### config.mk
export PLATFORM = sky130hd
export DESIGN_NAME = s_expression_tokenizer
export DESIGN_NICKNAME = d
export VERILOG_FILES = /design/src/rtl/sxt_pkg.sv /design/src/rtl/sxt_lexer.sv /design/src/rtl/sxt_queue.sv /design/src/rtl/s_expression_tokenizer.sv
export SDC_FILE = /design/constraint.sdc
export NUM_CORES = 1
export LEC_CHECK = 0
export BUFFER_PORTS_ARGS = -buffer_cell sky130_fd_sc_hd__clkbuf_2
export CAP_MARGIN = 20
export CORE_MARGIN = 3
export CORE_UTILIZATION = 36
export DETAILED_ROUTE_END_ITERATION = 12
export REMOVE_ABC_BUFFERS = 1
export SLEW_MARGIN = 20
export SYNTH_ARGS = -nofsm -noshare
export SYNTH_HDL_FRONTEND = slang
export SYNTH_SLANG_ARGS = --single-unit
### constraint.sdc
create_clock -name i_clk -period 7.6 [get_ports i_clk]
set_input_delay 1.14 -clock i_clk [delete_from_list [all_inputs] [get_ports i_clk]]
set_output_delay 1.14 -clock i_clk [all_outputs]
set_load 0.02 [all_outputs]
### src/rtl/sxt_pkg.sv
// shared types, constants and codes for the s-expression tokenizer
// no dependencies; imported by every module of the block
`default_nettype none
package sxt_pkg;

    localparam int LINE_BITS   = 16;
    localparam int COLUMN_BITS = 12;
    localparam int LENGTH_BITS = 12;
    localparam int QUEUE_DEPTH = 4;
    localparam int QPTR_BITS   = $clog2(QUEUE_DEPTH);
    localparam int QLVL_BITS   = $clog2(QUEUE_DEPTH + 1);

    localparam logic [2:0] KIND_OPAREN = 3'd0;
    localparam logic [2:0] KIND_CPAREN = 3'd1;
    localparam logic [2:0] KIND_QUOTE  = 3'd2;
    localparam logic [2:0] KIND_STRING = 3'd3;
    localparam logic [2:0] KIND_SYMBOL = 3'd4;
    localparam logic [2:0] KIND_ATOM   = 3'd5;
    localparam logic [2:0] KIND_END    = 3'd6;

    localparam logic [2:0] ERR_NONE         = 3'd0;
    localparam logic [2:0] ERR_STRING_END   = 3'd1;
    localparam logic [2:0] ERR_LINE_END     = 3'd2;
    localparam logic [2:0] ERR_SYMBOL_END   = 3'd3;
    localparam logic [2:0] ERR_SYMBOL_SPACE = 3'd4;
    localparam logic [2:0] ERR_SYMBOL_PAREN = 3'd5;

    localparam logic [7:0] CH_END     = 8'h00;
    localparam logic [7:0] CH_TAB     = 8'h09;
    localparam logic [7:0] CH_NEWLINE = 8'h0A;
    localparam logic [7:0] CH_VTAB    = 8'h0B;
    localparam logic [7:0] CH_FFEED   = 8'h0C;
    localparam logic [7:0] CH_CR      = 8'h0D;
    localparam logic [7:0] CH_SPACE   = 8'h20;
    localparam logic [7:0] CH_DQUOTE  = 8'h22;
    localparam logic [7:0] CH_QUOTE   = 8'h27;
    localparam logic [7:0] CH_OPAREN  = 8'h28;
    localparam logic [7:0] CH_CPAREN  = 8'h29;
    localparam logic [7:0] CH_COLON   = 8'h3A;
    localparam logic [7:0] CH_SEMI    = 8'h3B;

    typedef enum logic [4:0] {
        M_IDLE    = 5'b00001,
        M_STRING  = 5'b00010,
        M_SYMBOL  = 5'b00100,
        M_ATOM    = 5'b01000,
        M_COMMENT = 5'b10000
    } t_mode;

    typedef struct packed {
        t_mode                  mode;
        logic [LINE_BITS-1:0]   cur_line;
        logic [COLUMN_BITS-1:0] cur_col;
        logic [LINE_BITS-1:0]   tok_line;
        logic [COLUMN_BITS-1:0] tok_col;
        logic [LENGTH_BITS-1:0] run_len;
    } t_state;

    typedef struct packed {
        logic [2:0]             kind;
        logic [2:0]             err;
        logic [LINE_BITS-1:0]   line;
        logic [COLUMN_BITS-1:0] col;
        logic [LENGTH_BITS-1:0] len;
        logic                   last;
    } t_result;

    typedef struct packed {
        logic [QLVL_BITS-1:0] level;
        logic                 not_empty;
        logic                 has_room;
    } t_queue_status;

    localparam t_state STATE_RESET = '{
        mode:     M_IDLE,
        cur_line: LINE_BITS'(1),
        cur_col:  COLUMN_BITS'(1),
        tok_line: LINE_BITS'(1),
        tok_col:  COLUMN_BITS'(1),
        run_len:  '0
    };

endpackage
`default_nettype wire

### src/rtl/sxt_lexer.sv
// next-state and result logic for one text byte of the tokenizer
// depends on sxt_pkg; purely combinational
`default_nettype none
module sxt_lexer (
    input  var sxt_pkg::t_state  i_state,
    input  var logic [7:0]       i_byte,
    output var sxt_pkg::t_state  o_next,
    output var sxt_pkg::t_result o_res0,
    output var sxt_pkg::t_result o_res1,
    output var logic [1:0]       o_count
);
    import sxt_pkg::*;

    localparam logic [LINE_BITS-1:0]   LINE_MAX = '1;
    localparam logic [COLUMN_BITS-1:0] COL_MAX  = '1;
    localparam logic [LENGTH_BITS-1:0] LEN_MAX  = '1;

    typedef struct packed {
        t_state  st;
        logic    emit;
        t_result res;
    } t_idle;

    function automatic logic is_space(logic [7:0] b);
        return b inside {CH_SPACE, CH_TAB, CH_NEWLINE, CH_VTAB, CH_FFEED, CH_CR};
    endfunction

    function automatic logic is_term(logic [7:0] b);
        return (b == CH_END) || is_space(b) || (b == CH_OPAREN) || (b == CH_CPAREN);
    endfunction

    function automatic t_state advance(t_state s, logic [7:0] b);
        t_state r;
        r = s;
        if (b == CH_NEWLINE) begin
            if (s.cur_line != LINE_MAX) r.cur_line = s.cur_line + 1'b1;
            r.cur_col = COLUMN_BITS'(1);
        end else if (s.cur_col != COL_MAX) begin
            r.cur_col = s.cur_col + 1'b1;
        end
        return r;
    endfunction

    function automatic t_state grow(t_state s);
        t_state r;
        r = s;
        if (s.run_len != LEN_MAX) r.run_len = s.run_len + 1'b1;
        return r;
    endfunction

    function automatic t_state begin_token(t_state s, t_mode m);
        t_state r;
        r = s;
        r.mode     = m;
        r.tok_line = s.cur_line;
        r.tok_col  = s.cur_col;
        r.run_len  = LENGTH_BITS'(1);
        return r;
    endfunction

    function automatic t_result mk_res(logic [2:0] kind, logic [2:0] err,
                                       logic [LINE_BITS-1:0] line,
                                       logic [COLUMN_BITS-1:0] col,
                                       logic [LENGTH_BITS-1:0] len);
        t_result r;
        r.kind = kind;
        r.err  = err;
        r.line = line;
        r.col  = col;
        r.len  = len;
        r.last = 1'b0;
        return r;
    endfunction

    function automatic t_idle idle_byte(t_state s, logic [7:0] b);
        t_idle r;
        t_state s0;
        s0     = s;
        s0.mode = M_IDLE;
        r.st   = s0;
        r.emit = 1'b0;
        r.res  = mk_res(KIND_END, ERR_NONE, s0.cur_line, s0.cur_col, '0);
        if (b == CH_END) begin
            r.emit = 1'b1;
            r.st   = STATE_RESET;
        end else if (b == CH_OPAREN || b == CH_CPAREN || b == CH_QUOTE) begin
            r.emit = 1'b1;
            r.res.kind = (b == CH_OPAREN) ? KIND_OPAREN :
                         (b == CH_CPAREN) ? KIND_CPAREN : KIND_QUOTE;
            r.res.len  = LENGTH_BITS'(1);
            r.st = advance(s0, b);
        end else if (is_space(b)) begin
            r.st = advance(s0, b);
        end else if (b == CH_DQUOTE) begin
            r.st = advance(begin_token(s0, M_STRING), b);
        end else if (b == CH_COLON) begin
            r.st = advance(begin_token(s0, M_SYMBOL), b);
        end else if (b == CH_SEMI) begin
            s0.mode = M_COMMENT;
            r.st = advance(s0, b);
        end else begin
            r.st = advance(begin_token(s0, M_ATOM), b);
        end
        return r;
    endfunction

    t_idle   w_idle;
    t_state  w_grown;
    t_result w_tok;
    logic [2:0] w_sym_err;

    always_comb begin
        w_idle    = idle_byte(i_state, i_byte);
        w_grown   = advance(grow(i_state), i_byte);
        w_tok     = mk_res(KIND_ATOM, ERR_NONE, i_state.tok_line, i_state.tok_col,
                           i_state.run_len);
        w_sym_err = (i_byte == CH_END)     ? ERR_SYMBOL_END :
                    (i_byte == CH_NEWLINE) ? ERR_LINE_END :
                    is_space(i_byte)       ? ERR_SYMBOL_SPACE : ERR_SYMBOL_PAREN;

        o_next  = w_idle.st;
        o_res0  = w_idle.res;
        o_res1  = w_idle.res;
        o_count = {1'b0, w_idle.emit};

        case (i_state.mode)
            M_STRING: begin
                o_res0 = w_tok;
                o_res0.kind = KIND_STRING;
                if (i_byte == CH_END || i_byte == CH_NEWLINE) begin
                    o_res0.err = (i_byte == CH_END) ? ERR_STRING_END : ERR_LINE_END;
                    o_next  = STATE_RESET;
                    o_count = 2'd1;
                end else begin
                    o_next  = w_grown;
                    o_res0.len = w_grown.run_len;
                    o_count = 2'd0;
                    if (i_byte == CH_DQUOTE) begin
                        o_next.mode = M_IDLE;
                        o_count = 2'd1;
                    end
                end
            end
            M_SYMBOL, M_ATOM: begin
                o_res0 = w_tok;
                o_res0.kind = (i_state.mode == M_SYMBOL) ? KIND_SYMBOL : KIND_ATOM;
                if (!is_term(i_byte)) begin
                    o_next  = w_grown;
                    o_count = 2'd0;
                end else if (i_state.mode == M_SYMBOL &&
                             i_state.run_len == LENGTH_BITS'(1)) begin
                    o_res0.err = w_sym_err;
                    o_next  = STATE_RESET;
                    o_count = 2'd1;
                end else begin
                    o_next  = w_idle.st;
                    o_count = w_idle.emit ? 2'd2 : 2'd1;
                end
            end
            M_COMMENT: begin
                if (i_byte != CH_END && i_byte != CH_NEWLINE) begin
                    o_next  = advance(i_state, i_byte);
                    o_count = 2'd0;
                end
            end
            default: begin
            end
        endcase

        o_res0.last = (o_count == 2'd1);
        o_res1.last = 1'b1;
    end

endmodule
`default_nettype wire

### src/rtl/sxt_queue.sv
// four-entry result queue that takes up to two results per cycle
// depends on sxt_pkg
`default_nettype none
module sxt_queue (
    input  var logic                   i_clk,
    input  var logic                   i_rst_n,
    input  var logic [1:0]             i_push_count,
    input  var sxt_pkg::t_result       i_res0,
    input  var sxt_pkg::t_result       i_res1,
    input  var logic                   i_pop,
    output var sxt_pkg::t_result       o_head,
    output var sxt_pkg::t_queue_status o_status
);
    import sxt_pkg::*;

    t_result              r_mem [QUEUE_DEPTH];
    logic [QPTR_BITS-1:0] r_wr, n_wr;
    logic [QPTR_BITS-1:0] r_rd, n_rd;
    logic [QLVL_BITS-1:0] r_level, n_level;
    logic [QPTR_BITS-1:0] w_wr1;
    logic                 w_pop;

    always_comb begin
        w_pop   = i_pop && (r_level != '0);
        w_wr1   = r_wr + 1'b1;
        n_wr    = r_wr + QPTR_BITS'(i_push_count);
        n_rd    = w_pop ? r_rd + 1'b1 : r_rd;
        n_level = r_level + QLVL_BITS'(i_push_count) - QLVL_BITS'(w_pop);
    end

    always_ff @(posedge i_clk) begin
        if (!i_rst_n) begin
            r_wr    <= '0;
            r_rd    <= '0;
            r_level <= '0;
        end else begin
            r_wr    <= n_wr;
            r_rd    <= n_rd;
            r_level <= n_level;
        end
    end

    always_ff @(posedge i_clk) begin
        if (i_push_count != 2'd0) r_mem[r_wr] <= i_res0;
        if (i_push_count == 2'd2) r_mem[w_wr1] <= i_res1;
    end

    assign o_head             = r_mem[r_rd];
    assign o_status.level     = r_level;
    assign o_status.not_empty = (r_level != '0);
    assign o_status.has_room  = (r_level <= QLVL_BITS'(QUEUE_DEPTH - 2));

endmodule
`default_nettype wire

### src/rtl/s_expression_tokenizer.sv
// s-expression tokenizer: one text byte in, zero to two token results out
// usage: the text channel (i_text_valid / o_text_ready) carries one byte per transaction,
// byte 0 marking end of input. the token channel (o_token_valid / i_token_ready) carries
// one token per transaction: kind, error code, start line and column, length, and a flag
// on the last token caused by a given byte.
// each accepted byte updates the scanner state in the same cycle, so a byte is taken
// every cycle while the queue has room. its tokens are written into a four-entry
// output queue as the byte is accepted; a byte that closes an atom or symbol and is
// itself a token gives two tokens, which leave one per cycle while the receiver is ready.
// the text channel is ready while the queue has room for two tokens, so bytes keep
// flowing while the receiver takes one token per cycle; a stalled receiver fills the
// queue and then holds off the text channel until tokens are taken.
// reset empties the queue and puts the scanner between tokens at line 1, column 1;
// an end-of-input byte or an error returns the scanner to that position.
// depends on sxt_pkg, sxt_lexer and sxt_queue
`default_nettype none
module s_expression_tokenizer (
    input  var logic                            i_clk,
    input  var logic                            i_rst_n,
    input  var logic                            i_text_valid,
    output var logic                            o_text_ready,
    input  var logic [7:0]                      i_text_byte,
    output var logic                            o_token_valid,
    input  var logic                            i_token_ready,
    output var logic [2:0]                      o_token_kind,
    output var logic [2:0]                      o_error_code,
    output var logic [sxt_pkg::LINE_BITS-1:0]   o_start_line,
    output var logic [sxt_pkg::COLUMN_BITS-1:0] o_start_column,
    output var logic [sxt_pkg::LENGTH_BITS-1:0] o_token_length,
    output var logic                            o_last_of_run
);
    import sxt_pkg::*;

    t_state        r_state, n_state;
    t_result       w_res0, w_res1, w_head;
    logic [1:0]    w_count, w_push;
    logic          w_accept;
    t_queue_status w_qstat;

    sxt_lexer u_lexer (
        .i_state (r_state),
        .i_byte  (i_text_byte),
        .o_next  (n_state),
        .o_res0  (w_res0),
        .o_res1  (w_res1),
        .o_count (w_count)
    );

    assign w_accept = i_text_valid && o_text_ready;
    assign w_push   = w_accept ? w_count : 2'd0;

    always_ff @(posedge i_clk) begin
        if (!i_rst_n) begin
            r_state <= STATE_RESET;
        end else if (w_accept) begin
            r_state <= n_state;
        end
    end

    sxt_queue u_queue (
        .i_clk        (i_clk),
        .i_rst_n      (i_rst_n),
        .i_push_count (w_push),
        .i_res0       (w_res0),
        .i_res1       (w_res1),
        .i_pop        (i_token_ready),
        .o_head       (w_head),
        .o_status     (w_qstat)
    );

    assign o_text_ready   = w_qstat.has_room;
    assign o_token_valid  = w_qstat.not_empty;
    assign o_token_kind   = w_head.kind;
    assign o_error_code   = w_head.err;
    assign o_start_line   = w_head.line;
    assign o_start_column = w_head.col;
    assign o_token_length = w_head.len;
    assign o_last_of_run  = w_head.last;

`ifndef NO_ASSERTIONS
    a_level_bound: assert property (@(posedge i_clk) disable iff (!i_rst_n)
        w_qstat.level <= QLVL_BITS'(QUEUE_DEPTH))
        else $error("result queue level beyond depth");

    a_end_resets: assert property (@(posedge i_clk) disable iff (!i_rst_n)
        (w_accept && i_text_byte == CH_END) |=>
        (r_state.mode == M_IDLE && r_state.cur_line == LINE_BITS'(1) &&
         r_state.cur_col == COLUMN_BITS'(1)))
        else $error("end of input did not return scanner to reset position");

    a_token_len: assert property (@(posedge i_clk) disable iff (!i_rst_n)
        (r_state.mode == M_STRING || r_state.mode == M_SYMBOL ||
         r_state.mode == M_ATOM) |-> (r_state.run_len != '0))
        else $error("open token with zero length");

    a_no_push_when_idle: assert property (@(posedge i_clk) disable iff (!i_rst_n)
        (!w_accept && !i_token_ready) |=> $stable(w_qstat.level))
        else $error("queue level moved without a transaction");
`endif

endmodule
`default_nettype wire

==> summary.md <==
| Metric | Value |
|---|---|
| Initial antenna violation count | `0` |
| Placement Setup Slack | `1.76 ns` |
| Post-synth top area share | `0.285` |
| Avg WL per Cell | `22.0 um` |
| Slew @ Worst Pin | `1.05 ns` |
| Crit path launch | `i_text_byte[4]` |
| FILL cells | `3,574` |
| Core Region | `36,800 um2` |
| Clock power share | `0.384` |
| Max FO, Critical Path | `19` |
| Vias in the first global route | `10,300` |
| Port Buffers | `60` |
| Reg-to-reg setup timing slack | `2.78 ns` |
| Fmax | `0.185 GHz` |
| Worst skew pair latency | `0.55 ns` |
| Die Wd | `199 um` |
| Detailed placement HPWL | `23,700 um` |
| Post-synth EDFFs | `128` |
| Num Clock Sinks | `270` |
| Power Dens Cells | `235 nW/um2` |
| MaxCap Viol Count | `0` |
| Gpl congestion | `0.882` |
| Reg2reg end | `u_queue.r_mem[0][1]$_DFFE_PP_` |
| FF+latch count, synth | `270` |
| Clock skew | `0.00742 ns` |
| Post-CTS setup buffer count | `0` |
| Initial DRT Pass Iterations | `5` |
| Leakage power | `0.00500 uW` |
| Hold slack | `0.475 ns` |
| Final wirelength | `38,400 um` |
| Row cnt | `70` |
| Asr flop ratio synth | `0` |
| Critical Path RT | `7.82 ns` |
| Synth warnings | `0` |
| Area growth syn-to-layout | `10.8%` |
| Most common cell after layout, fill and taps aside | `dfxtp_1` |
| Slew Viols, Final | `0` |
| Worst slew margin | `0.299` |
| Synth top area cells | `edfxtp_1 (29%), dfxtp_1 (21%), mux4_2 (7.9%)` |
| H-tree Lvls | `1` |
| Post-synthesis cell type count | `78` |
| CP endpoint | `u_queue.r_mem[0][1]$_DFFE_PP_` |
| Largest area contributor in the netlist | `edfxtp_1` |
| Layout cell share with drive strength beyond 1 | `0.160` |
| Die ar. | `39,800 um2` |
| HP Class | `flop to flop` |
| Initial core utilization | `0.366` |
| Switch Pwr | `986 uW` |
| FF-to-FF Start | `r_state[68]$_SDFFE_PN1P_` |
| Synth Flop Type | `dfxtp_1` |
| VDD IR max | `0.000155 V` |
| CP Class | `input pin to flop` |
| Drt drc | `0` |
| Clk Tree Root Cell | `clkbuf_16` |
| Critical Path Source Type | `input pin` |
| Combinational group share of total power | `0.151` |
| Setup-failing EPs final | `0` |
| Status | `finished clean` |
| CTS Buffer Depth | `3` |
| Sw frac | `0.281` |
| Final period util | `0.711` |
| TritonCTS clock tree | `done` |
| Crit path setup slack, layout | `2.20 ns` |
| Boundary Pins | `61` |
| Area of the multi-input gates | `6230 um2` |
| Sequential Area | `6690 um2` |
| Core Util, Final | `0.406` |
| Sequential share of the synthesized area | `0.496` |
| Nets | `1,271` |
| Setup TNS | `0 ns` |
| First-pass GRT wire length | `59,500 um` |
| Synthesized instance count | `1,271` |
| Tot GR Track Use | `0.189` |
| Total power | `3510 uW` |
| Syn Area/Cell | `10.6 um2` |
| Reg power frac | `0.465` |
| CTS resizes | `0` |
| Tmin final | `5.40 ns` |
| CTS Buf Count | `29` |
| Antenna Nets Post-Route | `0` |
| Clock slew at reported path FFs | `0.06 ns` |
| RSZ-0062 raised after global routing | `no` |
| DR iter-0 viols | `1,272` |
| Most frequent cells in the layout | `dfxtp_1 (140), edfxtp_1 (128), a22o_1 (111)` |
| Final-report hold violation count | `0` |
| Vias | `10,700` |
| Pint | `2520 uW` |
| Largest net degree at the start of global routing | `56` |
| CP Data Arrival Time | `5.63 ns` |
| Hold buffers post-CTS | `0` |
| Vias/cell | `6.13` |
| Die Height | `199 um` |
| R2R cell count | `7` |
| Ant. Diodes | `0` |
| Aggregate global routing overflow | `0` |
| Mapped Area | `13,500 um2` |
| Crit end category | `flop` |
## stage by stage
step / cell area [um2] / std cells
floorplan: 12900 / 1138
global placement: 14000 / 1687
CTS: 14900 / 1740
detailed placement: 14000 / 1687
global route: 14900 / 1740
finish: 14900 / 1740
## power by group through the flow
stage / clock [uW] / sequential [uW] / combinational [uW]
after floorplan: 0 / 1640 / 356
after global placement: 0 / 1670 / 524
after detailed placement: 0 / 1670 / 530
after CTS: 1360 / 1640 / 531
after global routing: 1420 / 1650 / 574
final: 1350 / 1630 / 528
## critical path, stage by stage
cell,delay (ns)
clkbuf_2,0.10
nor3_2,0.45
nand3_1,0.57
a21boi_0,0.76
a211o_1,0.65
nand2_1,0.65
nand2_1,0.87
buf_4,0.42
## worst min-delay path by stage
| stage | from | to | depth (start not counted) |
|---|---|---|---|
| floorplan | u_queue.r_mem[0][0]$_SDFFE_PP1N_ | u_queue.r_mem[0][0]$_SDFFE_PP1N_ | 2 |
| global placement | u_queue.r_mem[0][0]$_SDFFE_PP1N_ | u_queue.r_mem[0][0]$_SDFFE_PP1N_ | 2 |
| detailed placement | u_queue.r_mem[0][0]$_SDFFE_PP1N_ | u_queue.r_mem[0][0]$_SDFFE_PP1N_ | 2 |
| CTS | u_queue.r_mem[0][0]$_SDFFE_PP1N_ | u_queue.r_mem[0][0]$_SDFFE_PP1N_ | 2 |
| global route | u_queue.r_mem[0][0]$_SDFFE_PP1N_ | u_queue.r_mem[0][0]$_SDFFE_PP1N_ | 2 |
| finish | u_queue.r_mem[1][0]$_SDFFE_PP1P_ | u_queue.r_mem[1][0]$_SDFFE_PP1P_ | 2 |
## final cells by class
cell class                      instances  share of cell area
Clock buffer                           46              0.0576
Sequential cell                       270               0.448
Tap cell                              468              0.0392
Clock inverter                          7             0.00285
Timing Repair Buffer                   81              0.0307
Inverter                               19             0.00478
Multi-Input combinational cell        849               0.417
## kinds of logic after synthesis
group	after synthesis	share of synthesized area
AO/OA/AOI/OAI	459	0.236
XOR/XNOR	17	0.0110
adder cells (fa/ha/maj)	9	0.00891
buffers and inverters	152	0.0460
flip-flops	270	0.496
multiplexers	50	0.0808
AND/OR/NAND/NOR	314	0.121
## layer usage
metal	GRT usage	routed length, um
met1	0.262	16700
met2	0.302	17500
met3	0.0398	3140
met4	0.0556	957
met5	0	0
## Yosys cell counts (19+ instances only)
| cell type | n |
|---|---|
| o21ai_0 | 108 |
| inv_1 | 19 |
| a21oi_1 | 84 |
| dfxtp_1 | 142 |
| nor2_1 | 59 |
| a22o_1 | 111 |
| mux4_2 | 47 |
| edfxtp_1 | 128 |
| nand4_1 | 19 |
| clkbuf_1 | 101 |
| nand2_1 | 60 |
| nand3_1 | 70 |
| o22ai_1 | 22 |
| o211ai_1 | 53 |
## registers in the layout (all words and copies together) (netlist names), named ones only
| signal | flops |
|---|---|
| u_queue.r_mem | 188 |
| r_state | 73 |
| u_queue.r_level | 3 |
| u_queue.r_rd | 2 |
| u_queue.r_wr | 2 |
Note: power is estimated with default switching activity, not from simulation.
